$ cat src/rtl/sgm_pkg.sv
// ---------------------------------------------------------------------------
// sgm_pkg
// Types and constants shared by the Sobel gradient magnitude unit.
// ---------------------------------------------------------------------------
`timescale 1ns / 1ps

package sgm_pkg;

  localparam int PIXEL_BITS    = 8;
  localparam int DEF_MAX_WIDTH = 1024;
  localparam int WIDTH_BITS    = 11;
  localparam int HEIGHT_BITS   = 13;
  localparam int ROW_BITS      = 12;
  localparam int MAG_BITS      = 11;
  localparam int SQ_BITS       = 21;
  localparam int ROOT_STEPS    = 11;
  localparam int FIFO_DEPTH    = 2;

  localparam logic [WIDTH_BITS-1:0]  WIDTH_RESET  = 11'd640;
  localparam logic [HEIGHT_BITS-1:0] HEIGHT_RESET = 13'd480;
  localparam logic [HEIGHT_BITS-1:0] HEIGHT_LIMIT = 13'd4096;

  // register index, decoded from paddr[2]
  localparam logic REG_WIDTH  = 1'b0;
  localparam logic REG_HEIGHT = 1'b1;

  localparam logic MODE_PIXEL = 1'b0;
  localparam logic MODE_DRAIN = 1'b1;

  typedef logic [PIXEL_BITS-1:0] pixel_t;

  // one window update plus up to two results
  typedef struct packed {
    logic   clear;
    pixel_t top;
    pixel_t mid;
    pixel_t bot;
    logic   emit1;
    logic   emit2;
    logic   eof;
  } cmd_t;

  typedef enum logic {F_IDLE, F_WRITE} front_state_t;

  typedef enum logic [2:0] {
    B_IDLE, B_ZERO, B_GRAD, B_SQX, B_SQY, B_ROOT, B_PUSH
  } back_state_t;

endpackage

$ cat src/rtl/sgm_fifo.sv
// ---------------------------------------------------------------------------
// sgm_fifo
// Short command queue between front and back end.
// ---------------------------------------------------------------------------
`timescale 1ns / 1ps

module sgm_fifo (
  input  logic          clk,
  input  logic          rst_n,
  input  logic          push,
  input  sgm_pkg::cmd_t push_cmd,
  output logic          full,
  input  logic          pop,
  output logic          empty,
  output sgm_pkg::cmd_t head
);
  import sgm_pkg::*;

  localparam int PW = $clog2(FIFO_DEPTH);

  cmd_t              mem_r [FIFO_DEPTH];
  logic [PW-1:0]     wr_r, wr_nxt, rd_r, rd_nxt;
  logic [PW:0]       cnt_r, cnt_nxt;

  assign full  = (cnt_r == (PW+1)'(FIFO_DEPTH));
  assign empty = (cnt_r == '0);
  assign head  = mem_r[rd_r];

  always_comb begin
    wr_nxt  = wr_r;
    rd_nxt  = rd_r;
    cnt_nxt = cnt_r;
    if (push) wr_nxt = wr_r + PW'(1);
    if (pop) rd_nxt = rd_r + PW'(1);
    if (push && !pop) cnt_nxt = cnt_r + (PW+1)'(1);
    else if (pop && !push) cnt_nxt = cnt_r - (PW+1)'(1);
  end

  always_ff @(posedge clk) begin
    if (!rst_n) begin
      wr_r  <= '0;
      rd_r  <= '0;
      cnt_r <= '0;
    end else begin
      wr_r  <= wr_nxt;
      rd_r  <= rd_nxt;
      cnt_r <= cnt_nxt;
    end
  end

  always_ff @(posedge clk) begin
    if (push) mem_r[wr_r] <= push_cmd;
  end

endmodule

$ cat config.mk
export PLATFORM = sky130hd
export DESIGN_NAME = sgm_fifo
export DESIGN_NICKNAME = d
export VERILOG_FILES = /design/src/rtl/sgm_pkg.sv /design/src/rtl/sgm_fifo.sv
export SDC_FILE = /design/constraint.sdc
export NUM_CORES = 1
export LEC_CHECK = 0
export BUFFER_PORTS_ARGS = -buffer_cell sky130_fd_sc_hd__buf_4
export CORE_UTILIZATION = 35
export DETAILED_ROUTE_END_ITERATION = 12
export GPL_TIMING_DRIVEN = 0
export PLACE_DENSITY = 0.62
export SLEW_MARGIN = 20
export SYNTH_ARGS = -nofsm -noshare
export SYNTH_HDL_FRONTEND = slang
export SYNTH_SLANG_ARGS = --single-unit
$ cat constraint.sdc
create_clock -name clk -period 4.25 [get_ports clk]
set_input_delay 0.6375 -clock clk [delete_from_list [all_inputs] [get_ports clk]]
set_output_delay 0.6375 -clock clk [all_outputs]
set_load 0.005 [all_outputs]
==> key figures <==
Status
  • Outcome: completed

Synthesis
  • Post-synth cell types: 17
  • Cells after Synth: 109
  • Yosys top cell area share: 75.0%
  • Largest area contributor in the netlist: edfxtp_1
  • Syn avg cell area: 20.6 sq um
  • Syn nets: 142
  • Largest cells by area after synthesis: edfxtp_1 75%, mux2_2 14%, dfxtp_1 4.5%
  • Register area share after synthesis: 79.4%
  • Synth Register Bits: 61
  • Synthesized cell area: 2240 sq um
  • Ys Warns: 0

Critical path
  • CP max-delay cell: mux2_2
  • Worst Reg-to-Reg Cells: 1
  • CP max FO: 10
  • Setup crit end kind: output port
  • Crit path DAT: 1.56 ns
  • Worst r2r src: wr_r$_SDFFE_PN0P_
  • Reg2Reg Setup Slack: 2.83 ns
  • Biggest cell delay along the critical path: 0.34 ns
  • Req. time, crit path: 3.61 ns
  • Worst r2r dst: mem_r[1][9]$_DFFE_PP_
  • CP startpoint kind: register
  • Crit path kind: register to output port
  • Worst path cell trace: buf_2 -> buf_6 -> mux2_2 -> buf_4

Detailed routing
  • Vias per cell: 4.50
  • Vias: 1179
  • Wire per inst: 15.2 um
  • Routed WL: 3.97 mm
  • DRT Pass-1 Iters: 4
  • # DRC: 0
  • Final ANT Viol Nets: 0
  • 1st-iter DRT viols: 38

Floorplan
  • DIE WIDTH: 82.1 um
  • IO Pins: 62
  • Core area: 6060 sq um
  • Die Ht: 82.1 um
  • Die area: 6730 sq um
  • Initial Util: 37.0%
  • FP Rows: 28

Timing
  • Max Slew Vio Count: 0
  • Fmax: 0.456 GHz
  • RSZ-0062 raised after global routing: no
  • Worst rel slew slack: 52.7%
  • Fin crit period: 2.19 ns
  • Final Skew: 0.00344 ns
  • Worst Max-Slew Pin Slew: 0.709 ns
  • TNS Setup: 0 ns
  • Final Cycle Share: 51.6%
  • Final hold vios: 0
  • Hold WS: 0.501 ns
  • Finish-stage setup viols: 0

GRT
  • Vias in the first global route: 1221
  • Tot GR Track Use: 12.6%
  • First-pass GRT wire length: 5.84 mm
  • Total grt overflow: 0
  • Pin count of the biggest net entering global routing: 29
  • Initial antenna violation count: 0

Clocking
  • Longest Clk Path Bufs: 2
  • Post_cts resized: 0
  • Clock sinks: 61
  • Clock root cell: clkbuf_8
  • CTS Buf Count: 9
  • CTS tree: yes
  • H-tree levels: 3
  • Clk_lat worst skew: 0.32 ns
  • Post-CTS Hold Buffers: 0
  • Postcts setup bufs: 0
  • Worst-path clk slew: 0.06 ns

Finish
  • Share of layout cells above drive strength 1: 56.7%
  • Most common cell after layout, fill and taps aside: buf_4
  • Final Cell Area: 2980 sq um
  • Final #Nets: 215
  • ANT cells: 0
  • Area Growth Syn to Fin: 33.0%
  • Fill count: 543
  • Most frequent cells in the layout: 61 x buf_4, 56 x edfxtp_1, 28 x mux2_2

Place
  • Detailed placement HPWL: 2.69 mm
  • Buffers on Ports: 61
  • Routability cong.: 0.662
  • DP Area: 2830 sq um

Pwr
  • Max VDD drop: 0.216 mV
  • Pwr Density: 425 nW/um^2
  • Leak pwr: 0.00113 uW
  • Final Total Pwr: 1270 uW

Worst hold path
  • Class of the worst hold path: input pin to register
  • Hold Path Sink: mem_r[0][8]$_DFFE_PP_
  • Worst Hold Path Cells: 1
  • Min-delay src: push_cmd[8]

Flow run
  • Maxcap violations: 0
-- metrics by stage --
stage / instances / util [%] / setup WS, ns
2_1_floorplan: 109 / - / 1.89
3_3_place_gp: 245 / 46.1 / 1.13
3_5_place_dp: 246 / 46.7 / 2.36
4_1_cts: 262 / 49.2 / 2.01
5_1_grt: 262 / 49.2 / 1.96
6_report: 262 / 49.2 / 2.06
-- per-layer routing --
metal	vias up	global-route usage, %	routed length [um]
met4	0	8.95	95
met2	41	19.8	2000
met1	563	14.7	1670
li1	566	-	-
met5	-	0	0
met3	9	3.78	202
-- report_power, final --
| group | switching (uW) | internal [uW] | leakage, uW | total [uW] |
|---|---|---|---|---|
| logic | 63.3 | 98.2 | 0.000491 | 161 |
| clock network | 196 | 207 | 0.0000765 | 404 |
| registers | 9.57 | 692 | 0.000567 | 702 |
-- synth_stat cells, drive strengths merged --
cell	number
mux2	28
and2	4
nor2	1
xor2	2
buf	3
o21a	1
or3	1
inv	1
a21boi	1
and2b	1
nor2b	2
dfxtp	5
xnor2	1
o21ai	1
edfxtp	56
ha	1
-- worst max-delay path by stage --
stage / from / to / slack, ns
final: register / head[21] / 2.06
after global routing: register / head[25] / 1.96
after CTS: register / head[21] / 2.01
after detailed placement: register / head[4] / 2.36
after global placement: push / mem_r[0][26]$_DFFE_PP_ / 1.13
after floorplan: push / mem_r[0][0]$_DFFE_PP_ / 1.89
-- state kept, by name, summed over array words and instances (netlist names), named ones only --
signal,count
cnt_r,2
mem_r,56
rd_r,1
wr_r,1
-- critical path, delay by kind of cell, from the launching register on --
| family | cells | cell delay [ns] |
|---|---|---|
| DFF | 1 | 0.30 |
| muxes | 1 | 0.34 |
| buffers and inverters | 3 | 0.59 |
-- logic make-up after synthesis --
group | Yosys count | synth area share [%]
flops | 61 | 79.4
mux | 28 | 14.1
xor+xnor | 3 | 1.17
buf+inv | 4 | 1.39
compound gates | 3 | 0.892
fa+ha+maj | 1 | 0.558
simple gates | 9 | 2.51
-- final cells by class --
cell class / instances / area [sq um] / share of cell area, %
Buffer: 3 / 27.5 / 0.923
Clock buffer: 13 / 139 / 4.66
Clock inverter: 3 / 12.5 / 0.419
Inverter: 1 / 3.75 / 0.126
Multi-Input combinational cell: 44 / 439 / 14.7
Sequential cell: 61 / 1780 / 59.7
Tap cell: 75 / 93.8 / 3.15
Timing Repair Buffer: 62 / 485 / 16.3
No activity file was read; power rests on OpenSTA's default activity.
