`src/rtl/sgm_pkg.sv`:
```
// ---------------------------------------------------------------------------
// sgm_pkg
// Types and constants shared by the Sobel gradient magnitude unit.
// ---------------------------------------------------------------------------
`timescale 1ns / 1ps

package sgm_pkg;

  localparam int PIXEL_BITS    = 8;
  localparam int DEF_MAX_WIDTH = 1024;
  localparam int WIDTH_BITS    = 11;
  localparam int HEIGHT_BITS   = 13;
  localparam int ROW_BITS      = 12;
  localparam int MAG_BITS      = 11;
  localparam int SQ_BITS       = 21;
  localparam int ROOT_STEPS    = 11;
  localparam int FIFO_DEPTH    = 2;

  localparam logic [WIDTH_BITS-1:0]  WIDTH_RESET  = 11'd640;
  localparam logic [HEIGHT_BITS-1:0] HEIGHT_RESET = 13'd480;
  localparam logic [HEIGHT_BITS-1:0] HEIGHT_LIMIT = 13'd4096;

  // register index, decoded from paddr[2]
  localparam logic REG_WIDTH  = 1'b0;
  localparam logic REG_HEIGHT = 1'b1;

  localparam logic MODE_PIXEL = 1'b0;
  localparam logic MODE_DRAIN = 1'b1;

  typedef logic [PIXEL_BITS-1:0] pixel_t;

  // one window update plus up to two results
  typedef struct packed {
    logic   clear;
    pixel_t top;
    pixel_t mid;
    pixel_t bot;
    logic   emit1;
    logic   emit2;
    logic   eof;
  } cmd_t;

  typedef enum logic {F_IDLE, F_WRITE} front_state_t;

  typedef enum logic [2:0] {
    B_IDLE, B_ZERO, B_GRAD, B_SQX, B_SQY, B_ROOT, B_PUSH
  } back_state_t;

endpackage

```
`src/rtl/sgm_back.sv`:
```
// ---------------------------------------------------------------------------
// sgm_back
// 3x3 window, Sobel kernels, squares and an iterative square root; holds
// one finished result in the output register.
// ---------------------------------------------------------------------------
`timescale 1ns / 1ps

module sgm_back (
  input  logic                        clk,
  input  logic                        rst_n,
  input  logic                        fifo_empty,
  input  sgm_pkg::cmd_t               head,
  output logic                        pop,
  output logic                        out_valid,
  input  logic                        out_ready,
  output logic [sgm_pkg::MAG_BITS-1:0] out_mag,
  output logic                        out_eor,
  output logic                        out_eof,
  output logic                        out_last
);
  import sgm_pkg::*;

  localparam int SB = SQ_BITS;

  back_state_t state_r, state_nxt;
  pixel_t      win_r [3][3];
  pixel_t      win_nxt [3][3];
  logic        eor_r, eor_nxt, eof_r, eof_nxt, last_r, last_nxt;
  logic        pend2_r, pend2_nxt, eof2_r, eof2_nxt;
  logic signed [11:0] gx_r, gx_nxt, gy_r, gy_nxt;
  logic [SB-1:0] sq_r, sq_nxt;
  logic [SB-1:0] v_r, v_nxt;
  logic [SB:0]   res_r, res_nxt;
  logic [SB-1:0] bit_r, bit_nxt;
  logic [3:0]    cnt_r, cnt_nxt;
  logic          ovalid_r, ovalid_nxt;
  logic [MAG_BITS-1:0] omag_r, omag_nxt;
  logic          oeor_r, oeor_nxt, oeof_r, oeof_nxt, olast_r, olast_nxt;

  logic slot_free;
  logic signed [11:0] p [3][3];
  logic signed [23:0] prod;
  logic [SB+1:0] trial;

  assign slot_free = !ovalid_r || out_ready;
  assign out_valid = ovalid_r;
  assign out_mag   = omag_r;
  assign out_eor   = oeor_r;
  assign out_eof   = oeof_r;
  assign out_last  = olast_r;

  always_comb begin
    for (int a = 0; a < 3; a++)
      for (int b = 0; b < 3; b++)
        p[a][b] = $signed({4'b0, win_r[a][b]});
  end

  // next state
  always_comb begin
    state_nxt = state_r;
    unique case (state_r)
      B_IDLE: begin
        if (!fifo_empty) begin
          if (head.emit1) state_nxt = B_GRAD;
          else if (head.emit2) state_nxt = B_ZERO;
        end
      end
      B_ZERO: state_nxt = B_GRAD;
      B_GRAD: state_nxt = B_SQX;
      B_SQX:  state_nxt = B_SQY;
      B_SQY:  state_nxt = B_ROOT;
      B_ROOT: if (cnt_r == 4'(ROOT_STEPS - 1)) state_nxt = B_PUSH;
      B_PUSH: if (slot_free) state_nxt = pend2_r ? B_ZERO : B_IDLE;
      default: state_nxt = B_IDLE;
    endcase
  end

  // datapath
  always_comb begin
    pop        = 1'b0;
    win_nxt    = win_r;
    eor_nxt    = eor_r;
    eof_nxt    = eof_r;
    last_nxt   = last_r;
    pend2_nxt  = pend2_r;
    eof2_nxt   = eof2_r;
    gx_nxt     = gx_r;
    gy_nxt     = gy_r;
    sq_nxt     = sq_r;
    v_nxt      = v_r;
    res_nxt    = res_r;
    bit_nxt    = bit_r;
    cnt_nxt    = cnt_r;
    omag_nxt   = omag_r;
    oeor_nxt   = oeor_r;
    oeof_nxt   = oeof_r;
    olast_nxt  = olast_r;
    ovalid_nxt = ovalid_r && !out_ready;
    prod       = '0;
    trial      = '0;
    unique case (state_r)
      B_IDLE: begin
        if (!fifo_empty) begin
          pop = 1'b1;
          for (int k = 0; k < 3; k++) begin
            win_nxt[k][0] = head.clear ? '0 : win_r[k][1];
            win_nxt[k][1] = head.clear ? '0 : win_r[k][2];
          end
          win_nxt[0][2] = head.top;
          win_nxt[1][2] = head.mid;
          win_nxt[2][2] = head.bot;
          pend2_nxt = head.emit2;
          eof2_nxt  = head.eof;
          eor_nxt   = 1'b0;
          eof_nxt   = 1'b0;
          last_nxt  = !head.emit2;
        end
      end
      B_ZERO: begin
        // right-edge result: shift in an all-zero column
        for (int k = 0; k < 3; k++) begin
          win_nxt[k][0] = win_r[k][1];
          win_nxt[k][1] = win_r[k][2];
          win_nxt[k][2] = '0;
        end
        eor_nxt   = 1'b1;
        eof_nxt   = eof2_r;
        last_nxt  = 1'b1;
        pend2_nxt = 1'b0;
      end
      B_GRAD: begin
        gx_nxt = p[0][2] - p[0][0] + ((p[1][2] - p[1][0]) <<< 1) + p[2][2] - p[2][0];
        gy_nxt = p[2][0] - p[0][0] + ((p[2][1] - p[0][1]) <<< 1) + p[2][2] - p[0][2];
      end
      B_SQX: begin
        prod   = gx_r * gx_r;
        sq_nxt = prod[SB-1:0];
      end
      B_SQY: begin
        prod    = gy_r * gy_r;
        v_nxt   = sq_r + prod[SB-1:0];
        res_nxt = '0;
        bit_nxt = SB'(1) << (SB - 1);
        cnt_nxt = '0;
      end
      B_ROOT: begin
        // one result bit per cycle, restoring digit recurrence
        trial = (SB+2)'(res_r) + (SB+2)'(bit_r);
        if ((SB+2)'(v_r) >= trial) begin
          v_nxt   = v_r - trial[SB-1:0];
          res_nxt = (res_r >> 1) + (SB+1)'(bit_r);
        end else begin
          res_nxt = res_r >> 1;
        end
        bit_nxt = bit_r >> 2;
        cnt_nxt = cnt_r + 4'd1;
      end
      B_PUSH: begin
        if (slot_free) begin
          ovalid_nxt = 1'b1;
          omag_nxt   = res_r[MAG_BITS-1:0];
          oeor_nxt   = eor_r;
          oeof_nxt   = eof_r;
          olast_nxt  = last_r;
        end
      end
      default: ;
    endcase
  end

  always_ff @(posedge clk) begin
    if (!rst_n) begin
      state_r  <= B_IDLE;
      ovalid_r <= 1'b0;
      pend2_r  <= 1'b0;
    end else begin
      state_r  <= state_nxt;
      ovalid_r <= ovalid_nxt;
      pend2_r  <= pend2_nxt;
    end
  end

  always_ff @(posedge clk) begin
    win_r   <= win_nxt;
    eor_r   <= eor_nxt;
    eof_r   <= eof_nxt;
    last_r  <= last_nxt;
    eof2_r  <= eof2_nxt;
    gx_r    <= gx_nxt;
    gy_r    <= gy_nxt;
    sq_r    <= sq_nxt;
    v_r     <= v_nxt;
    res_r   <= res_nxt;
    bit_r   <= bit_nxt;
    cnt_r   <= cnt_nxt;
    omag_r  <= omag_nxt;
    oeor_r  <= oeor_nxt;
    oeof_r  <= oeof_nxt;
    olast_r <= olast_nxt;
  end

endmodule

```
`config.mk`:
```
export PLATFORM = sky130hd
export DESIGN_NAME = sgm_back
export DESIGN_NICKNAME = d
export VERILOG_FILES = /design/src/rtl/sgm_pkg.sv /design/src/rtl/sgm_back.sv
export SDC_FILE = /design/constraint.sdc
export NUM_CORES = 1
export LEC_CHECK = 0
export BUFFER_PORTS_ARGS = -buffer_cell sky130_fd_sc_hd__buf_4
export CORE_UTILIZATION = 35
export CTS_CLUSTER_DIAMETER = 40
export CTS_CLUSTER_SIZE = 28
export DETAILED_ROUTE_END_ITERATION = 12
export SLEW_MARGIN = 30
export SYNTH_ARGS = -nofsm -noshare
export SYNTH_HDL_FRONTEND = slang
export SYNTH_SLANG_ARGS = --single-unit
```
`constraint.sdc`:
```
create_clock -name clk -period 6.63 [get_ports clk]
set_input_delay 0.663 -clock clk [delete_from_list [all_inputs] [get_ports clk]]
set_output_delay 0.663 -clock clk [all_outputs]
set_load 0.01 [all_outputs]
```
==> impl_summary.md <==
Run status
The run finished with clean final reports.

STA
The relative slew slack is 38.21%. Timing would allow up to 0.1610 GHz. The ratio of final minimum period to clock period is 93.69%. The worst path meets setup with 0.4183 ns of slack. Setup repair after global routing left no endpoint under its margin. The final-report hold violation count is 0. The clock period could shrink to 6.212 ns. The worst hold slack is 0.3729 ns.

Across the routed clock network, the largest skew measured is 0.01813 ns. The number of pins exceeding their max-slew limit in the final report is 0. In the final timing run, aggregate negative setup slack is 0 ns. Setup violations remaining at the end of the flow were counted as 0. For the pin with the worst max-slew slack, the measured transition is 0.9268 ns.

Floorplan
The vertical extent of the die is 251.6 um. The number of top-level pins is 48. The initial utilization of the core area, before any placement, comes to 35.39%.

The floorplan step set the die width to 251.6 um. The area of the core is 61600 um^2. The die footprint is 63290 um^2. After floorplanning, the core was divided into 91 placement rows.

Critical path
The signal arrival time at the worst endpoint is 6.40 ns. The critical path starts at gy_r[7]. The startpoint identified for the worst register-to-register timing path is gy_r[7].

The data required time at the worst endpoint is 6.82 ns. On the worst path, the slowest cell contributes a delay of 0.62 ns. The cell occurring most often along the worst timing path is sky130_fd_sc_hd__fa_1. The startpoint kind of the worst setup timing path is a flip-flop. The critical path goes through inv_1 -> nor2_1 -> inv_1 -> fa_1 -> fa_1 -> inv_1 -> fa_1 -> fa_1 -> fa_1 -> fa_1 -> ha_1 -> a21o_1 -> or3_1 -> o21ai_0 -> o211ai_1 -> o211ai_1 -> o21ai_0 -> xnor2_1 -> mux2i_1. The slowest cell on the critical path is sky130_fd_sc_hd__edfxtp_1. The worst setup path category is reg2reg.

The worst setup path is captured at a flip-flop. Of all nets on the critical path, the largest fanout is 12.

Synth
The count of cell types in the netlist is 64. Of the total synthesized cell area, the portion taken by full adders, half adders and majority gates is 36.97%. The share of the yosys chip area belonging to registers is 26.91%. The share of cell area taken by muxes after synthesis is 0.2984%. The share of async-settable or async-resettable flops after synthesis is 0%. After synthesis, the largest family of logic cells by area is adder cells. The most frequently used flop master after synthesis is sky130_fd_sc_hd__edfxtp_1. After Yosys synthesis, XOR and XNOR cells account for 5.745% of the synthesized area.

The number of instances in the synthesized netlist is 2176. The count of flip-flops with a built-in enable after synthesis is 192. The fraction of the mapped netlist area in simple logic gates is 11.49%. The Yosys warning count is 0. The average instance in the mapped netlist occupies 10.02 um^2. The synthesized netlist net count is 2695. The mapped netlist covers 21800 um^2.

The synthesized netlist devotes 9.441% of its cell area to compound gates. The synthesis-stage register bit count is 197.

Global route
The overall global routing resource usage is 15.59%. The first-pass GRT wire length is 78660 um. Entering global routing, the biggest net connects 72 pins. The initial antenna violation count is 1. The via count of the first global-routing pass is 15600.

For this run the aggregate overflow at the end of global routing stands at 0.

Cells and area
Leaving out fill and tap cells, the most frequent cell in the layout is sky130_fd_sc_hd__inv_1. In the layout the commonest cells are sky130_fd_sc_hd__inv_1, sky130_fd_sc_hd__fa_1, sky130_fd_sc_hd__ha_1. The area growth from synthesis to layout is 9.189%. The post-route netlist has 5.668% of its cells at a drive strength greater than 1. The number of diodes added for antenna fixing is 0. Once layout is done, the placed cells without fillers occupy 23800 um^2. In the final design database the tool counted 2729 nets.

Route
The detailed router placed 14620 vias in this run. In the routed layout, each cell is associated on average with a via count of 4.778. The number of violations reported at the end of detailed-routing iteration 0 is 700.

For this run, the detailed router's first-pass iteration total came to 5. The post-detailed-route DRC marker count is 0. The detailed router used layers up to and including met4.

The amount of wire on met3 after detailed routing is 1395 um. The number of nets with antenna violations after routing is 0. In the final routing, the length of wire on met1 measures 21030 um. The mean routed wirelength per cell is 15.22 um. After detailed routing, the met2 layer carries 23520 um of wire. The routed design has 46560 um of wire.

Place
The post-place instance area is 23180 um^2. The HPWL after detailed placement is 38040 um. The port buffer count is 47. At the end of routability-driven placement, the weighted congestion stood at 0.8392. The setup slack after placement is 0.4810 ns.

CTS
The TritonCTS clock tree is yes. The count of H-tree levels built during CTS is 4. The cell sitting at the root of the clock tree is a sky130_fd_sc_hd__clkbuf_16. The quantity of hold-fixing buffers added after cts is 0.

The insertion delay to the later sink of the worst-skew pair is 0.47 ns. The deepest clock path buffer count is 2. In this run, CTS created clock tree buffers numbering 17. Clock-pin slew was measured on the worst setup and hold paths at 0.08 ns. The total number of clock tree sinks is 197.

Post-CTS timing repair inserted 0 buffers for setup. Gates resized during post-CTS repair numbered 0.

Run
Max-cap violations in this run came to 0.

Hold path
In this run the worst hold path is classified as in2reg. The worst min-delay path startpoint is head[0].
[cell families after synthesis]
family | after synthesis
buf+inv | 526
simple gates | 498
fa+ha+maj | 487
compound gates | 318
flops | 197
xor+xnor | 143
mux | 6
other cells | 1
[synth_stat cells, types with 29 or more instances]
library cell	n	area, um^2
sky130_fd_sc_hd__a21o_1	29	217.7
sky130_fd_sc_hd__fa_1	262	5245
sky130_fd_sc_hd__nand2_1	132	495.5
sky130_fd_sc_hd__xor2_1	53	464.2
sky130_fd_sc_hd__clkbuf_1	45	168.9
sky130_fd_sc_hd__xnor2_1	90	788.3
sky130_fd_sc_hd__and2_1	113	706.9
sky130_fd_sc_hd__ha_1	225	2815
sky130_fd_sc_hd__nor2_1	100	375.4
sky130_fd_sc_hd__a21oi_1	101	505.5
sky130_fd_sc_hd__o21ai_0	51	255.2
sky130_fd_sc_hd__edfxtp_1	192	5766
sky130_fd_sc_hd__inv_1	471	1768
[final timing paths]
check | cells after the start | slack (ns) | to
worst max-delay path | 19 | 0.42 | v_r[20]
worst min-delay path | 1 | 0.37 | eof2_r
worst max register to register | 19 | 0.42 | v_r[20]
worst min register to register | 0 | 0.42 | out_eof
[metal layers]
| layer | global-route usage, % | vias up |
|---|---|---|
| met5 | 0 | - |
| met4 | 3.449 | 0 |
| met3 | 2.177 | 37 |
| met2 | 27.82 | 215 |
| met1 | 19.90 | 7258 |
| li1 | - | 7111 |
[area by class of cell]
type                    count  area (um^2)
clock buffers              21        450.4
clock inverters            11        166.4
inverters                 472         1772
well taps                 837         1047
repair buffers             69        518.0
flip-flops and latches    197         5866
fillers                  6047        37790
multi-input cells        1453        13980
[state kept, by name, summed over array words and instances (netlist names)]
| register | flops |
|---|---|
| bit_r | 11 |
| cnt_r | 4 |
| eof2_r | 1 |
| eof_r | 1 |
| eor_r | 1 |
| gx_r | 12 |
| gy_r | 12 |
| last_r | 1 |
| out_eof | 1 |
| out_eor | 1 |
| out_last | 1 |
| out_mag | 11 |
| out_valid | 1 |
| p | 72 |
| pend2_r | 1 |
| res_r | 22 |
| sq_r | 20 |
| state_r | 3 |
| v_r | 21 |
[worst max-delay path, delay by kind of cell, from the launching register on]
family,cells,cell delay (ns)
adders and majority gates,7,3.07
AOI/OAI and AO/OA,5,0.96
DFF,1,0.62
and+or+nand+nor,2,0.59
buffers and inverters,3,0.36
xor gates and xnor gates,1,0.22
muxes,1,0.11
[stage by stage]
step / instances / utilization, %
after floorplan: 2176 / -
after global placement: 3028 / 37.62
after detailed placement: 3028 / 37.63
after CTS: 3060 / 38.63
after global routing: 3060 / 38.64
final: 3060 / 38.64
Power is not shown: default switching activity piles up to over one toggle a cycle in this logic, so the estimate is an artifact.
